File: config.mk
export PLATFORM = sky130hd
export DESIGN_NAME = elgamal_signature_verify
export DESIGN_NICKNAME = d
export VERILOG_FILES = /design/src/hw/rtl/egv_pkg.sv /design/src/hw/rtl/egv_modmul.sv /design/src/hw/rtl/elgamal_signature_verify.sv
export SDC_FILE = /design/constraint.sdc
export NUM_CORES = 1
export LEC_CHECK = 0
export BUFFER_PORTS_ARGS = -buffer_cell sky130_fd_sc_hd__buf_2
export CORE_UTILIZATION = 40
export DETAILED_ROUTE_END_ITERATION = 6
export HOLD_SLACK_MARGIN = 0.06
export PLACE_DENSITY = 0.62
export SLEW_MARGIN = 25
export SYNTH_ARGS = -nofsm -noshare
export SYNTH_HDL_FRONTEND = slang
export SYNTH_SLANG_ARGS = --single-unit
File: constraint.sdc
create_clock -name clk -period 43.9 [get_ports clk]
set_input_delay 2.195 -clock clk [delete_from_list [all_inputs] [get_ports clk]]
set_output_delay 2.195 -clock clk [all_outputs]
set_load 0.01 [all_outputs]
File: src/hw/rtl/egv_pkg.sv
// ----------------------------------------------------------------------------
// egv_pkg
// Shared types and constants for the signature check block.
// ----------------------------------------------------------------------------
package egv_pkg;
  localparam int MOD_BITS_DEF = 32;
  localparam int DATA_W = 32;
  localparam int EXP_BITS = 32;
  localparam int ADDR_W = 3;
  localparam logic [ADDR_W-1:0] REG_MODULUS = 3'd0;
  localparam logic [ADDR_W-1:0] REG_GENERATOR = 3'd4;
  localparam logic [DATA_W-1:0] MODULUS_RST = 32'd23;
  localparam logic [DATA_W-1:0] GENERATOR_RST = 32'd5;

  typedef struct packed {
    logic [31:0] hash_value;
    logic [31:0] sig_first;
    logic [31:0] sig_second;
    logic [31:0] public_key;
  } in_item_t;

  typedef struct packed {
    logic [31:0] lhs_value;
    logic [31:0] rhs_value;
    logic        valid_res;
  } out_item_t;

  // request from the sequencer to the modular multiplier
  typedef struct packed {
    logic start;
  } mul_ctl_t;
endpackage

File: src/hw/rtl/egv_modmul.sv
// ----------------------------------------------------------------------------
// egv_modmul
// Shift-and-add modular multiplier, one multiplier bit per cycle.
// ----------------------------------------------------------------------------
module egv_modmul #(
  parameter int W = 32
) (
  input  logic                clk,
  input  logic                rst,
  input  egv_pkg::mul_ctl_t   ctl,
  input  logic [W-1:0]        x,
  input  logic [W-1:0]        y,
  input  logic [W-1:0]        m,
  output logic                done,
  output logic [W-1:0]        prod
);
  import egv_pkg::*;

  logic         busy;
  logic [W-1:0] acc;
  logic [W-1:0] xs;
  logic [W-1:0] ys;
  logic [W-1:0] acc_next;
  logic [W-1:0] xs_next;

  // (u + v) mod m with u, v < m, no overflow
  function automatic logic [W-1:0] add_mod(input logic [W-1:0] u, input logic [W-1:0] v,
                                           input logic [W-1:0] mm);
    logic [W-1:0] gap;
    begin
      gap = mm - v;
      add_mod = (u >= gap) ? (u - gap) : (u + v);
    end
  endfunction

  always_comb begin
    acc_next = ys[0] ? add_mod(acc, xs, m) : acc;
    xs_next = add_mod(xs, xs, m);
  end

  assign done = busy && (ys == '0);
  assign prod = acc;

  always_ff @(posedge clk) begin
    if (rst) begin
      busy <= 1'b0;
    end else if (ctl.start) begin
      busy <= 1'b1;
    end else if (done) begin
      busy <= 1'b0;
    end
    if (ctl.start) begin
      acc <= '0;
      xs <= x;
      ys <= y;
    end else if (busy && ys != '0) begin
      acc <= acc_next;
      xs <= xs_next;
      ys <= ys >> 1;
    end
  end
endmodule

File: src/hw/rtl/elgamal_signature_verify.sv
// ----------------------------------------------------------------------------
// elgamal_signature_verify
// ElGamal signature check: y^a * a^b mod p against g^m mod p.
// ----------------------------------------------------------------------------
// Channel  Signals                              Payload
// in       in_valid / in_ready / in_item        hash_value sig_first sig_second public_key
// out      out_valid / out_ready / out_item     lhs_value rhs_value valid_res
// cfg      psel penable pwrite paddr pwdata     modulus (0x0), generator (0x4)
//
// Each of the three powers first reduces its base mod p, then per exponent
// bit tests the bit, does a multiply when it is set and a square (none after
// the top bit). A multiply in the shared egv_modmul runs through issue,
// start, one multiplier bit per cycle (up to 32 bits) and done. A zero
// modulus returns on the next cycle. Reset is synchronous; after it the
// block is ready at once. The result sits in an output register; in_ready
// stays low until it is taken.
module elgamal_signature_verify #(
  parameter int MOD_BITS = egv_pkg::MOD_BITS_DEF
) (
  input  logic                    clk,
  input  logic                    rst,
  input  logic                    in_valid,
  output logic                    in_ready,
  input  egv_pkg::in_item_t       in_item,
  output logic                    out_valid,
  input  logic                    out_ready,
  output egv_pkg::out_item_t      out_item,
  input  logic                    psel,
  input  logic                    penable,
  input  logic                    pwrite,
  input  logic [egv_pkg::ADDR_W-1:0] paddr,
  input  logic [31:0]             pwdata,
  output logic [31:0]             prdata,
  output logic                    pready
);
  import egv_pkg::*;

  localparam int W = MOD_BITS;

  // sequencer states
  localparam logic [3:0] S_IDLE  = 4'd0;
  localparam logic [3:0] S_RED   = 4'd1;  // reduce bases mod p
  localparam logic [3:0] S_MUL   = 4'd2;  // acc *= sq when exponent bit set
  localparam logic [3:0] S_SQR   = 4'd3;  // sq *= sq
  localparam logic [3:0] S_WAIT  = 4'd4;
  localparam logic [3:0] S_NEXTP = 4'd5;  // finish one power
  localparam logic [3:0] S_FIN   = 4'd6;  // lhs = pow0 * pow1
  localparam logic [3:0] S_OUT   = 4'd7;

  logic [31:0] modulus;
  logic [31:0] generator;
  logic [3:0]  state;
  logic [3:0]  ret;        // state to take after the multiplier finishes
  logic [1:0]  pidx;       // which power: 0 y^a, 1 a^b, 2 g^m
  logic [5:0]  bitn;
  logic [W-1:0] p;
  logic [W-1:0] acc;
  logic [W-1:0] sq;
  logic [31:0]  ex;
  logic [W-1:0] pw0;
  logic [W-1:0] pw1;
  logic [W-1:0] pw2;
  in_item_t     item;
  // reduction by shift-subtract: base mod p, one bit per cycle
  logic [W:0]   rem;
  logic [31:0]  rsrc;
  logic [5:0]   rcnt;
  logic [W:0]   rem_sh;

  mul_ctl_t     mctl;
  logic         mstart_next;
  logic [W-1:0] mx;
  logic [W-1:0] my;
  logic         mdone;
  logic [W-1:0] mprod;

  egv_modmul #(.W(W)) u_mul (
    .clk(clk), .rst(rst), .ctl(mctl), .x(mx), .y(my), .m(p),
    .done(mdone), .prod(mprod)
  );

  assign pready = 1'b1;
  assign prdata = (paddr == REG_MODULUS) ? modulus :
                  (paddr == REG_GENERATOR) ? generator : 32'd0;
  assign in_ready = (state == S_IDLE) && !out_valid;

  assign rem_sh = {rem[W-1:0], rsrc[31]};

  // pulse the multiplier start in the cycle after an issue state
  always_comb begin
    case (state)
      S_MUL: begin mstart_next = ex[0]; end
      S_SQR: begin mstart_next = (bitn != 6'd31); end
      S_FIN: begin mstart_next = 1'b1; end
      default: begin mstart_next = 1'b0; end
    endcase
  end

  always_ff @(posedge clk) begin
    if (rst) begin
      modulus <= MODULUS_RST;
      generator <= GENERATOR_RST;
      state <= S_IDLE;
      out_valid <= 1'b0;
      mctl.start <= 1'b0;
    end else begin
      mctl.start <= mstart_next;
      if (psel && penable && pwrite) begin
        if (paddr == REG_MODULUS) modulus <= pwdata;
        else if (paddr == REG_GENERATOR) generator <= pwdata;
      end
      if (out_valid && out_ready) out_valid <= 1'b0;
      case (state)
        S_IDLE: begin
          if (in_valid && in_ready) begin
            item <= in_item;
            p <= W'(modulus);
            pidx <= 2'd0;
            rem <= '0;
            rsrc <= in_item.public_key;
            rcnt <= 6'd0;
            if (W'(modulus) == '0) begin
              // no residue ring: return zeros, never accepted
              out_item <= '0;
              out_valid <= 1'b1;
            end else begin
              state <= S_RED;
            end
          end
        end
        S_RED: begin
          // restoring remainder step
          if (rem_sh >= {1'b0, p}) rem <= rem_sh - {1'b0, p};
          else rem <= rem_sh;
          rsrc <= rsrc << 1;
          rcnt <= rcnt + 6'd1;
          if (rcnt == 6'd31) begin
            sq <= (rem_sh >= {1'b0, p}) ? W'(rem_sh - {1'b0, p}) : W'(rem_sh);
            acc <= (p == W'(1)) ? '0 : W'(1);
            case (pidx)
              2'd0: begin ex <= item.sig_first; end
              2'd1: begin ex <= item.sig_second; end
              default: begin ex <= item.hash_value; end
            endcase
            bitn <= 6'd0;
            state <= S_MUL;
          end
        end
        S_MUL: begin
          if (ex[0]) begin
            mx <= acc;
            my <= sq;
            ret <= S_MUL;
            ex[0] <= 1'b0;
            state <= S_WAIT;
          end else begin
            state <= S_SQR;
          end
        end
        S_SQR: begin
          ex <= ex >> 1;
          bitn <= bitn + 6'd1;
          if (bitn == 6'd31) begin
            state <= S_NEXTP;
          end else begin
            mx <= sq;
            my <= sq;
            ret <= S_SQR;
            state <= S_WAIT;
          end
        end
        S_WAIT: begin
          if (mdone && !mctl.start) begin
            if (ret == S_SQR) begin
              sq <= mprod;
              state <= S_MUL;
            end else if (ret == S_FIN) begin
              out_item.lhs_value <= 32'(mprod);
              out_item.rhs_value <= 32'(pw2);
              out_item.valid_res <= (mprod == pw2);
              out_valid <= 1'b1;
              state <= S_IDLE;
            end else begin
              acc <= mprod;
              state <= S_SQR;
            end
          end
        end
        S_NEXTP: begin
          case (pidx)
            2'd0: begin pw0 <= acc; end
            2'd1: begin pw1 <= acc; end
            default: begin pw2 <= acc; end
          endcase
          if (pidx == 2'd2) begin
            state <= S_FIN;
          end else begin
            pidx <= pidx + 2'd1;
            rem <= '0;
            rsrc <= (pidx == 2'd0) ? item.sig_first : generator;
            rcnt <= 6'd0;
            state <= S_RED;
          end
        end
        S_FIN: begin
          mx <= pw0;
          my <= pw1;
          ret <= S_FIN;
          state <= S_WAIT;
        end
        default: begin
          state <= S_IDLE;
        end
      endcase
    end
  end
endmodule

== After elaboration in Yosys (flattened, before gate mapping) ==
Index checks and enable logic that the tools add are counted.

* Flip-flop bits (word level): 698
* Input bits: 170
* Word-level logic and storage cells: 189

* Add/subtract/negate cells: 9
* $lt $le $gt $ge: 3
* Equality and inequality tests: 28
* Mux-type cells: 73
* Bitwise operators: 3
* Reduce and logical (&&, ||, !) cells: 42

{| class="wikitable"
|+ Operators with widths
! cell !! count
|-
| two-way mux 32 bit || 26
|-
| one-hot mux 32 bit (3 select lines) || 4
|-
| two-way mux 65 bit || 5
|-
| one-hot mux 32 bit (2 select lines) || 3
|-
| one-hot mux 65 bit (2 select lines) || 1
|-
| subtractor 32 bit || 4
|-
| adder 32 bit || 2
|-
| greater-or-equal comparator 32 bit || 2
|-
| zero test 32 bit || 2
|-
| one-hot mux 31 bit (2 select lines) || 1
|-
| greater-or-equal comparator 33 x 32 -> 1 bit || 1
|-
| equality test 32 x 1 -> 1 bit (second input constant) || 1
|-
| equality test 32 bit || 1
|-
| nonzero test 32 bit || 1
|-
| one-hot mux 4 bit (7 select lines) || 1
|-
| two-way mux 4 bit || 6
|-
| AND reduction 3 bit || 7
|-
| inequality test 2 bit (second input constant) || 10
|-
| two-way mux 6 bit || 3
|-
| one-hot mux 6 bit (3 select lines) || 1
|-
| equality test 4 x 3 -> 1 bit (second input constant) || 4
|-
| AND reduction 4 bit || 4
|-
| adder 6 x 1 -> 6 bit (second input constant) || 2
|-
| equality test 4 x 2 -> 1 bit (second input constant) || 3
|-
| 29 further kinds || 63
|}

== Logic depth before layout (Yosys ltp) ==
Gate-level depths: netlist (run 1).

* Depth after elaboration: 6
* Depth in mapped cells: 31
* Mapped depth without buffers: 29

== Hierarchy ==
A second synthesis (run 1) with hierarchy kept.

* Cells, all modules: 3324
* Area total of the unflattened synthesis: 36368.6 um^2

{| class="wikitable"
|+ By module, submodules not included
! module !! instances !! cells an instance !! area an instance (um^2) !! sequential area each (um^2)
|-
| elgamal_signature_verify || 1 || 2015 || 25465.7 || 17266.6
|-
| egv_modmul || 1 || 1309 || 10903.0 || 2582.5
|}

== Least setup slack after synthesis (run 1) ==
Ideal clock, no wire load.

* Path kind: input port to flip-flop
* Start: in rst
* End: reg item[100] (netlist name), enable pin
* Setup time: 0.973 ns
* Data arrival time: 15.609 ns
* Required time: 42.927 ns
* Slack: 27.318 ns
* Stages on the path: 3
* Path buffers: 2
* Cells stage by stage: clkbuf_1 clkbuf_1 nor4b_1

* Word-level cells in the longest chain between the ends: 2

{| class="wikitable"
|+ RTL lines
! item !! line !! source
|-
| start: declaration || elgamal_signature_verify.sv:21 || <nowiki>input logic rst,</nowiki>
|-
| inverter 1 bit (no line) || - ||
|-
| AND reduction 3 bit (no line) || - ||
|-
| end signal: assignment || elgamal_signature_verify.sv:116 || <nowiki>item <= in_item;</nowiki>
|-
| end: declaration || elgamal_signature_verify.sv:63 || <nowiki>in_item_t item;</nowiki>
|}

No other way between the ends.
A chain may end at the register's enable or synchronous reset.

== Final worst setup path (run 1) ==
* Start: reg p[0]
* End: reg u_mul.xs[5], data pin

* Word-level cells in the longest chain between the ends: 5
* Elaborated cells between the ends (all ways): 6
* Those cells by class: add/sub (2); order compare (1); mux (3)

{| class="wikitable"
|+ RTL lines
! item !! line !! source
|-
| start: declaration || elgamal_signature_verify.sv:56 || <nowiki>logic [W-1:0] p;</nowiki>
|-
| start signal: assignment || elgamal_signature_verify.sv:117 || <nowiki>p <= W'(modulus);</nowiki>
|-
| subtractor 32 bit * || egv_modmul.sv:31 || <nowiki>gap = mm - v;</nowiki>
|-
| subtractor 32 bit / greater-or-equal comparator 32 bit (equally long branches) || egv_modmul.sv:32 || <nowiki>add_mod = (u >= gap) ? (u - gap) : (u + v);</nowiki>
|-
| two-way mux 32 bit * || egv_modmul.sv:32 ||
|-
| two-way mux 32 bit * || egv_modmul.sv:56 || <nowiki>end else if (busy && ys != '0) begin</nowiki>
|-
| two-way mux 32 bit * || egv_modmul.sv:52 || <nowiki>if (ctl.start) begin</nowiki>
|-
| end signal: assignment || egv_modmul.sv:58 || <nowiki>xs <= xs_next;</nowiki>
|-
| end: declaration || egv_modmul.sv:21 || <nowiki>logic [W-1:0] xs;</nowiki>
|}

Mark *: on every way between the ends. The rest lies on a longest branch, timed or not. The select of a mux whose other input is x is not followed.

==> results.md, run 1 <==
- Final nets: 3,941
- Max transition margin: 0.3148
- Fillers: 8,345
- All-Layer GR Usage: 0.2311
- Post-synth EDFFs: 593
- Top post-synthesis cells by area: edfxtp_1 (49%), dfxtp_1 (5.6%), ha_1 (5.4%)
- Post-DRT Antenna Nets: 0
- Fraction of registers with async set/reset: 0
- Slowest stage delay, CP: 0.49 ns
- Pre-antenna DRT Iters: 5
- Vias: 27,400
- Root Buffer: clkbuf_16
- Worst setup startpoint: p[0]
- Max-slew violation count: 0
- WP buf/inv: 3
- Startpoint Class: flip-flop
- Fin crit period: 6.628 ns
- Top FF cell, synth: edfxtp_1
- Post-Synthesis Cells: 3,378
- Vias per inst: 5.644
- I/O pin count: 270
- Dpl hpwl: 79.54 mm
- DR DRC count: 0
- Max Buffers Root-to-Sink: 3
- Synth warn: 0
- Pre-CTS setup slack: 37.37 ns
- Maximum vdd drop: 0.03649 mV
- FF-to-FF path depth: 29
- Largest net degree at the start of global routing: 80
- Cell Count, Final, Fillers Out: 4,855
- Syn Nets: 3,709
- Synthesis-to-layout area growth: 14.66%
- Die area: 92,380 sq um
- Max reg flops: 96
- Global-route wire length before repair: 162.1 mm
- Max-Cap Viols: 0
- H-tree levels: 3
- Hold Path End: generator[27]
- Fin Setup TNS: 0 ns
- Post-CTS setup buffers: 0
- Sequential element share of the synthesized area: 0.5443
- Post-DR wirelength/cell: 22.46 um
- Flop2flop setup slack: 37.27 ns
- Clk_skew: 0.05146 ns
- Worst-Margin Slew: 1.025 ns
- Starting density of the core: 0.4045
- CTS clock-pin slew for the worst setup and hold paths: 0.06 ns
- Final hold vios: 0
- Fmax: 150.9 MHz
- Vias in the first global route: 26,110
- Hold path depth: 2
- Critical-path maximum fanout: 47
- Slowest-stage cell, CP: buf_4
- Hold Crit Class: flip-flop to flip-flop
- Starting DRC count in detailed routing: 2,478
- CTS resizes: 0
- Num rows: 110
- CP endpoint kind: flip-flop
- R2R Path Start: p[0]
- Port Buf Inserts: 268
- Fraction of layout cells with a size suffix above 1: 0.1570
- CTS Sinks: 695
- Total Wirelength: 109.0 mm
- Later-pin clock latency in the skew report: 0.67 ns
- Area fraction of the dominant cell type after synthesis: 0.4883
- Synth cell types: 97
- CTS buffer count: 79
- RSZ-0062 raised after global routing: no
- Lkg Pwr: 16.11 nW
- Synthesized area: 36,470 sq um
- Power Density: 55.04 nW/um^2
- # setup viols final: 0
- Initial antenna violation count: 14
- Core region area: 90,150 sq um
- Final GP Congestion: 0.9837
- DIE WIDTH: 303.9 um
- Total gr overflow: 0
- CP top delay family: compound AO/OA/AOI/OAI gates
- Die Ht: 303.9 um
- Status: finished, final reports clean
- WP data required: 44.27 ns
- Hold buffers post-CTS: 0
- Most flops, register: item
- Post-synth top area cell: edfxtp_1
- FF-to-FF End: u_mul.xs[5]
- HP Start: generator[27]
- Dpl cells: 4,705
- Seq cells post-synth: 695
- Biggest regs: item (96), out_item (65)
- CTS tree: done
- Synth Area per Inst: 10.80 sq um
- CP arrival: 6.99 ns
- Min setup slack post-route: 37.27 ns
- Tcrit/Tclk final: 0.1510
- Power Total: 2.301 mW
- WS Path Type: flip-flop to flip-flop
-- logic make-up (layout without fill, tap and decap cells) --
logic type | Yosys count | count (layout) | share of synthesized area
fa+ha+maj | 167 | 167 | 0.05798
other cells | 1 | 5 | 0.0001028
flops | 695 | 695 | 0.5443
compound gates | 883 | 883 | 0.1568
simple gates | 1042 | 1042 | 0.1311
mux | 138 | 138 | 0.04066
buf+inv | 301 | 598 | 0.03270
xor+xnor | 151 | 151 | 0.03647
-- final cells by class --
cell class	instances	area [sq um]	share of cell area
sequential	695	19860	0.4749
tap	1176	1471	0.03519
inverter	138	518.0	0.01239
timing repair buffer	314	1687	0.04034
antenna	4	10.01	0.0002394
multi-input combinational	2382	15560	0.3721
clock inverter	44	586.8	0.01403
clock buffer	102	2125	0.05081
-- stage by stage --
stage | utilization | hold slack [ns] | instance area (sq um)
final | 0.4638 | 0.4768 | 41810
after global routing | 0.4638 | 0.4959 | 41810
after CTS | 0.4637 | 0.4767 | 41800
after detailed placement | 0.4336 | 0.4687 | 39090
after global placement | 0.4336 | 0.4633 | 39090
after floorplan | - | 0.4489 | 36470
-- cell usage in the layout, fill, tap and decap left out, types with 35 or more instances in the layout --
| cell | Yosys | final |
|---|---|---|
| mux2_2 | 81 | 81 |
| buf_4 | 5 | 46 |
| clkbuf_16 | 0 | 80 |
| o21ai_0 | 172 | 172 |
| edfxtp_1 | 593 | 593 |
| xor2_1 | 53 | 53 |
| and3_1 | 74 | 74 |
| xnor2_1 | 97 | 97 |
| a21o_1 | 67 | 67 |
| a21oi_1 | 263 | 261 |
| a22o_1 | 35 | 35 |
| mux2i_1 | 57 | 57 |
| a211oi_1 | 37 | 37 |
| inv_1 | 136 | 136 |
| nand3_1 | 55 | 55 |
| a22oi_1 | 65 | 65 |
| nand2_1 | 425 | 422 |
| a31oi_1 | 52 | 52 |
| nor2_1 | 254 | 249 |
| buf_2 | 10 | 268 |
| nor3_1 | 40 | 38 |
| dfxtp_1 | 102 | 100 |
| ha_1 | 156 | 155 |
-- worst reg2reg max path, delay by kind of cell, from the launching register on --
kind	cells	cell delay [ns]
AOI/OAI and AO/OA	18	3.59
adders and majority gates	3	0.98
buffers and inverters	3	0.64
and+or+nand+nor	4	0.46
DFF	1	0.43
xor gates and xnor gates	1	0.22
-- how the worst max path moves through the flow --
stage	endpoint	slack [ns]	cells past startpoint
2_1_floorplan	item[100]	27.32	3
3_3_place_gp	u_mul.xs[5]	37.48	29
3_5_place_dp	u_mul.xs[5]	37.37	29
4_1_cts	u_mul.xs[5]	37.32	29
5_1_grt	u_mul.xs[5]	36.66	29
6_report	u_mul.xs[5]	37.27	29
-- cell usage after synthesis, types with 11 or more instances --
library cell and number:
edfxtp_1 593, nand2_1 425, a21oi_1 263, nor2_1 254, o21ai_0 172, ha_1 156
clkbuf_1 137, inv_1 136, dfxtp_1 102, xnor2_1 97, mux2_2 81, and3_1 74
a21o_1 67, a22oi_1 65, mux2i_1 57, nand3_1 55, xor2_1 53, a31oi_1 52
nor3_1 40, a211oi_1 37, nor4_1 36, a22o_1 35, nand4_1 34, o21a_1 34
nand2b_1 31, nor2b_1 23, o21bai_1 20, o211ai_1 18, o21ai_1 13, or3_1 12
o31ai_1 11
-- per-layer routing --
layer	wire length, um	share of wire	global-route usage	up-vias
met2	51450	0.47	0.3784	954
met4	4180	0.038	0.09255	16
met1	46270	0.42	0.3028	13240
met3	7013	0.064	0.04123	177
li1	-	-	-	13010
met5	112	0.0010	0	-
-- power by group --
part / switching [mW] / internal, mW / total (mW)
Combinational: 0.463 / 0.299 / 0.762
Sequential: 0.0666 / 0.787 / 0.853
Clock: 0.286 / 0.400 / 0.686
Note: power is estimated with default switching activity, not from simulation.
==> run 2, diff against run 1 <==
--- a/config.mk
+++ b/config.mk
@@ -9,7 +9,7 @@
 export CORE_UTILIZATION = 40
 export DETAILED_ROUTE_END_ITERATION = 6
 export HOLD_SLACK_MARGIN = 0.06
-export PLACE_DENSITY = 0.62
+export PLACE_DENSITY = 0.64
 export SLEW_MARGIN = 25
 export SYNTH_ARGS = -nofsm -noshare
 export SYNTH_HDL_FRONTEND = slang
==> constraint.sdc (replaced) <==
create_clock -name clk -period 5.4 [get_ports clk]
set_input_delay 0.27 -clock clk [delete_from_list [all_inputs] [get_ports clk]]
set_output_delay 0.27 -clock clk [all_outputs]
set_load 0.01 [all_outputs]
==> results.md, run 2 (synthesis gave the netlist of run 1 again) <==
- Initial antenna violation count: 4
- Design Area, Final: 46,170 sq um
- Global-route wire length before repair: 175.1 mm
- Worst-Margin Slew: 1.028 ns
- Critical Path Stages: 30
- Finished Core Util: 0.5121
- CTS Sinks: 695
- Maximum vdd drop: 0.4109 mV
- Final nets: 4,346
- Starting density of the core: 0.4045
- Max-Cap Viols: 0
- I/O pin count: 270
- Worst setup startpoint: p[0]
- Tcrit/Tclk final: 1.025
- Fin Setup TNS: -2.705 ns
- Crit path to: u_mul.prod[29]
- FF-to-FF End: u_mul.prod[29]
- CTS tree: done
- Largest net degree at the start of global routing: 129
- Dpl hpwl: 82.02 mm
- Max Buffers Root-to-Sink: 3
- Fraction of layout cells with a size suffix above 1: 0.2260
- Failing checks: setup timing
- CP arrival: 6.05 ns
- All-Layer GR Usage: 0.2471
- Slowest stage delay, CP: 0.41 ns
- H-tree levels: 3
- RSZ-0062 raised after global routing: yes
- Vias: 29,500
- Final hold vios: 0
- Synthesis-to-layout area growth: 26.59%
- Total Wirelength: 117.7 mm
- R2R Path Start: p[0]
- Fin crit period: 5.536 ns
- Startpoint Class: flip-flop
- Clk_skew: 0.03776 ns
- Biggest regs: item (96), out_item (65)
- Max transition margin: 0.3145
- Vias per inst: 5.612
- Core region area: 90,150 sq um
- Slowest-stage cell, CP: a2111o_1
- Placed instance area: 40,450 sq um
- Min setup slack post-route: -0.1362 ns
- Die area: 92,380 sq um
- Dpl cells: 4,867
- Most frequent CP cell: buf_4
- Port Buf Inserts: 268
- WS Path Type: flip-flop to flip-flop
- CP endpoint kind: flip-flop
- CTS clock-pin slew for the worst setup and hold paths: 0.06 ns
- Flop2flop setup slack: -0.14 ns
- Status: finished, violations left
- WP buf/inv: 10
- Post-DRT Antenna Nets: 0
- Sequential cell area: 19,860 sq um
- Multi-input gate area: 16,210 sq um
- Starting DRC count in detailed routing: 2,755
- Vias in the first global route: 28,670
- CP top delay family: compound AO/OA/AOI/OAI gates
- Hold Crit Class: input pin to flip-flop
- Max-slew violation count: 0
- Fmax: 180.6 MHz
- Most frequent cells in the layout: edfxtp_1 (593), nand2_1 (420), buf_2 (268), buf_4 (259), nor2_1 (240)
- Max reg flops: 96
- # setup viols final: 47
- Post-DR wirelength/cell: 22.39 um
- Root Buffer: clkbuf_16
- Num rows: 110
- Total gr overflow: 0
- DIE WIDTH: 303.9 um
- Lkg Pwr: 18.27 nW
- Critical-path maximum fanout: 5
- Final GP Congestion: 0.9486
- WP data required: 5.92 ns
- Most flops, register: item
- Most common cell after layout, fill and taps aside: edfxtp_1
- Power Density: 442.6 nW/um^2
- Die Ht: 303.9 um
- FF-to-FF path depth: 30
- CTS buffer count: 79
- Cell Count, Final, Fillers Out: 5,256
- Pre-antenna DRT Iters: 5
- Later-pin clock latency in the skew report: 0.65 ns
- DR DRC count: 0
- Fillers: 7,804
==> run 2: changes by cell type in the layout (fill, tap and decap cells not counted), moves of 11 or more <==
cell	before	now
buf_12	0	13
a21oi_2	1	28
o21ai_0	172	149
mux2_4	0	14
mux2_2	81	67
a21oi_1	261	230
o21ai_1	13	31
dlygate4sd3_1	0	160
buf_6	0	11
buf_4	46	259
==> run 2: what timing repair did <==
| item | 4_1_cts | 5_1_grt |
|---|---|---|
| buffers inserted | 61 | 17 |
| hold buffers | 160 | 0 |
| hold endpoints to repair | 196 | 0 |
| resized for setup | 48 | 126 |
| pin swaps | 42 | 73 |
| setup endpoints to repair | 64 | 65 |
| gates cloned | 4 | 8 |
==> run 2: worst register-to-register path: cells and delay by family (launching register included) <==
family                   cells  cell delay, ns
AO/OA/AOI/OAI               13            2.15
XOR/XNOR                     1            0.18
adder cells (fa/ha/maj)      4            1.17
buffers and inverters       10            1.11
flip-flops                   1            0.39
AND/OR/NAND/NOR              2            0.42
==> run 2: power breakdown <==
part           internal (mW)  switching, mW
Combinational           3.64           4.41
Clock                   3.18           2.29
Sequential              6.39          0.515
==> run 2: stage by stage <==
step / power (mW) / hold WS [ns] / worst slack [ns]
global placement: 13.77 / 0.4462 / -0.3021
CTS: 19.79 / 0.06099 / -0.07736
global route: 21.40 / 0.08922 / -0.3929
finish: 20.43 / 0.09610 / -0.1362
detailed placement: 13.82 / 0.4481 / -0.5218
floorplan: 11.46 / 0.3689 / -0.04991
==> run 2: worst min path at each step <==
stage / from / end / slack [ns] / depth (start not counted)
CTS: out_ready / out_valid / 0.06 / 4
global placement: in_item[48] / item[48] / 0.45 / 1
detailed placement: in_item[48] / item[48] / 0.45 / 1
global route: in_item[31] / rsrc[31] / 0.09 / 3
finish: in_item[31] / rsrc[31] / 0.1 / 3
floorplan: in_item[100] / item[100] / 0.37 / 0
==> run 2: cell type report <==
| cell class | count | area share |
|---|---|---|
| Multi-Input combinational cell | 2382 | 0.3511 |
| Antenna cell | 1 | 0.00005420 |
| Inverter | 138 | 0.01122 |
| Timing Repair Buffer | 719 | 0.1186 |
| Clock buffer | 101 | 0.04732 |
| Clock inverter | 44 | 0.009648 |
| Sequential cell | 695 | 0.4301 |
| Tap cell | 1176 | 0.03187 |
==> run 2: routing by layer <==
metal	track usage	wire length (um)	up-vias	share of wire
li1	-	-	13840	-
met4	0.09975	4931	4	0.042
met3	0.04673	8844	213	0.075
met1	0.3226	48760	14240	0.41
met2	0.4037	55150	1209	0.47
met5	0	16	-	0.00014
==> run 3, diff against run 2 <==
--- a/config.mk
+++ b/config.mk
@@ -13,4 +13,5 @@
 export SLEW_MARGIN = 25
 export SYNTH_ARGS = -nofsm -noshare
 export SYNTH_HDL_FRONTEND = slang
+export SYNTH_HIERARCHICAL = 1
 export SYNTH_SLANG_ARGS = --single-unit
==> results.md, run 3 <==
- Status: finished, violations left
- Clk_skew: 0.03977 ns
- Largest net degree at the start of global routing: 129
- Failing checks: setup timing
- DR DRC count: 0
- Synthesized area: 36,370 sq um
- Vias in the first global route: 28,120
- Met3 Routed Length: 8.573 mm
- HP Start: in_item[31]
- Slowest stage delay, CP: 0.48 ns
- Multi-input gate area: 16,290 sq um
- Fmax: 182.7 MHz
- Seq cells post-synth: 695
- Post-synth EDFFs: 593
- WS Path Type: flip-flop to flip-flop
- Vias per inst: 5.688
- Slowest-stage cell, CP: or4b_4
- Later-pin clock latency in the skew report: 0.66 ns
- Top post-synthesis cells by area: edfxtp_1 (49%), dfxtp_1 (5.6%), ha_1 (5.6%)
- Starting density of the core: 0.4040
- WP data required: 5.91 ns
- Max-Cap Viols: 0
- Final nets: 4,281
- R2R Path Start: p[0]
- Critical-path maximum fanout: 8
- Worst-Margin Slew: 1.075 ns
- Max reg flops: 96
- Fin crit period: 5.475 ns
- Num rows: 110
- FF-to-FF path depth: 27
- Syn Nets: 3,661
- Flop2flop setup slack: -0.07 ns
- Synth cell types: 99
- Min setup slack post-route: -0.07477 ns
- Most flops, register: item
- Fraction of layout cells with a size suffix above 1: 0.2293
- Initial antenna violation count: 0
- WL met1: 50.31 mm
- Startpoint Class: flip-flop
- CP endpoint kind: flip-flop
- Worst setup startpoint: p[0]
- Fin Setup TNS: -0.1610 ns
- Fillers: 7,936
- CTS buffer count: 77
- Total Wirelength: 120.9 mm
- Post-Synthesis Cells: 3,324
- Root Buffer: clkbuf_16
- Placed instance area: 40,480 sq um
- Post-DRT Antenna Nets: 0
- Fraction of registers with async set/reset: 0
- Design Area, Final: 45,910 sq um
- # setup viols final: 6
- Port Buf Inserts: 268
- Highest routed layer: met4
- Core region area: 90,010 sq um
- Synthesis-to-layout area growth: 26.23%
- Max-slew violation count: 0
- CP arrival: 5.99 ns
- Cell with the most instances after synthesis: edfxtp_1
- Die Ht: 303.5 um
- Final hold vios: 0
- Biggest regs: item (96), out_item (65)
- Final GP Congestion: 0.9611
- Top cells by count, synth: edfxtp_1 (593), nand2_1 (407), a21oi_1 (259)
- FF-to-FF End: u_mul/xs[30]
- Max transition margin: 0.2787
- Most frequent CP cell: a21o_1
- RSZ-0062 raised after global routing: yes
- Post-DR wirelength/cell: 23.33 um
- All-Layer GR Usage: 0.2537
- Met2 wire length: 57.38 mm
- CTS clock-pin slew for the worst setup and hold paths: 0.06 ns
- Dpl hpwl: 84.79 mm
- Synth Area per Inst: 10.94 sq um
- H-tree levels: 3
- Total gr overflow: 0
- Tcrit/Tclk final: 1.014
- Die area: 92,130 sq um
- Starting DRC count in detailed routing: 2,560
- CTS Sinks: 695
- CTS tree: done
- Pre-CTS setup slack: -0.3518 ns
- DIE WIDTH: 303.5 um
- Most common cell after layout, fill and taps aside: edfxtp_1
- Antenna cells: 0
- Post-synth top area cell: edfxtp_1
- Top FF cell, synth: edfxtp_1
- Vias: 29,490
- Sequential cell area: 19,860 sq um
- Global-route wire length before repair: 175.4 mm
- Hold Crit Class: input pin to flip-flop
- Most frequent cells in the layout: edfxtp_1 (593), nand2_1 (396), buf_2 (268), a21oi_1 (239), buf_4 (236)
- Max Buffers Root-to-Sink: 3
- Synth warn: 6
- Crit path to: u_mul/xs[30]
- Sequential element share of the synthesized area: 0.5458
- Pre-antenna DRT Iters: 6
- Finished Core Util: 0.5100
- I/O pin count: 270
- Area fraction of the dominant cell type after synthesis: 0.4896
[run 3: changes by cell type after synthesis, sizes merged, moves of 11 or more]
| cell | previous run | this run |
|---|---|---|
| inv | 137 | 125 |
| nand2 | 426 | 408 |
| nand3 | 56 | 45 |
| nor2 | 254 | 238 |
| o21a | 34 | 19 |
| o21ai | 185 | 173 |
[run 3: cells by family (layout without fill, tap and decap cells)]
logic type | after synthesis | in the layout | share of synthesized area
AND/OR/NAND/NOR | 1012 | 1012 | 0.1303
AO/OA/AOI/OAI | 872 | 872 | 0.1567
multiplexers | 131 | 131 | 0.03857
other | 1 | 1 | 0.0001031
adder cells (fa/ha/maj) | 169 | 169 | 0.05910
flip-flops | 695 | 695 | 0.5458
buffers and inverters | 283 | 967 | 0.03052
XOR/XNOR | 161 | 161 | 0.03898
[run 3: final cells by class]
type                            instances  area share
Sequential cell                       695      0.4325
Clock buffer                          106     0.04641
Tap cell                             1176     0.03205
Multi-Input combinational cell       2346      0.3549
Inverter                              126     0.01030
Timing Repair Buffer                  698      0.1163
Clock inverter                         37    0.007495
[run 3: worst min-delay path by stage]
| stage | to | slack [ns] | cells past startpoint |
|---|---|---|---|
| floorplan | u_mul/busy | 0.34 | 1 |
| global placement | item[115] | 0.45 | 1 |
| detailed placement | item[54] | 0.45 | 1 |
| CTS | rsrc[31] | 0.1 | 3 |
| global route | rsrc[31] | 0.10 | 3 |
| finish | rsrc[31] | 0.12 | 3 |
[run 3: metal layers]
metal / track usage / up-vias
li1: - / 13660
met1: 0.3347 / 14410
met2: 0.4173 / 1216
met3: 0.04376 / 201
met4: 0.09357 / 0
met5: 0 / -
[run 3: through the flow]
step	hold slack (ns)	cells
final	0.1213	5184
after global routing	0.1038	5184
after CTS	0.09682	5160
after detailed placement	0.4481	4842
after global placement	0.4464	4842
after floorplan	0.3416	3324
[run 3: worst max-delay path, delay by kind of cell (launching register included)]
kind	cells	cell delay (ns)
adder cells (fa/ha/maj)	3	0.82
multiplexers	1	0.31
AO/OA/AOI/OAI	10	1.65
buffers and inverters	7	0.86
flip-flops	1	0.38
XOR/XNOR	1	0.13
AND/OR/NAND/NOR	5	1.14
[run 3: timing repair]
item	4_1_cts	5_1_grt
hold endpoints to repair	194	0
resized for setup	47	154
setup endpoints to repair	64	64
cloned	2	10
pin swaps	10	89
hold buffers	161	0
buffers inserted	12	16
Power of run 3 is not shown: default switching activity piles up to over one toggle a cycle in this logic, so the estimate is an artifact.
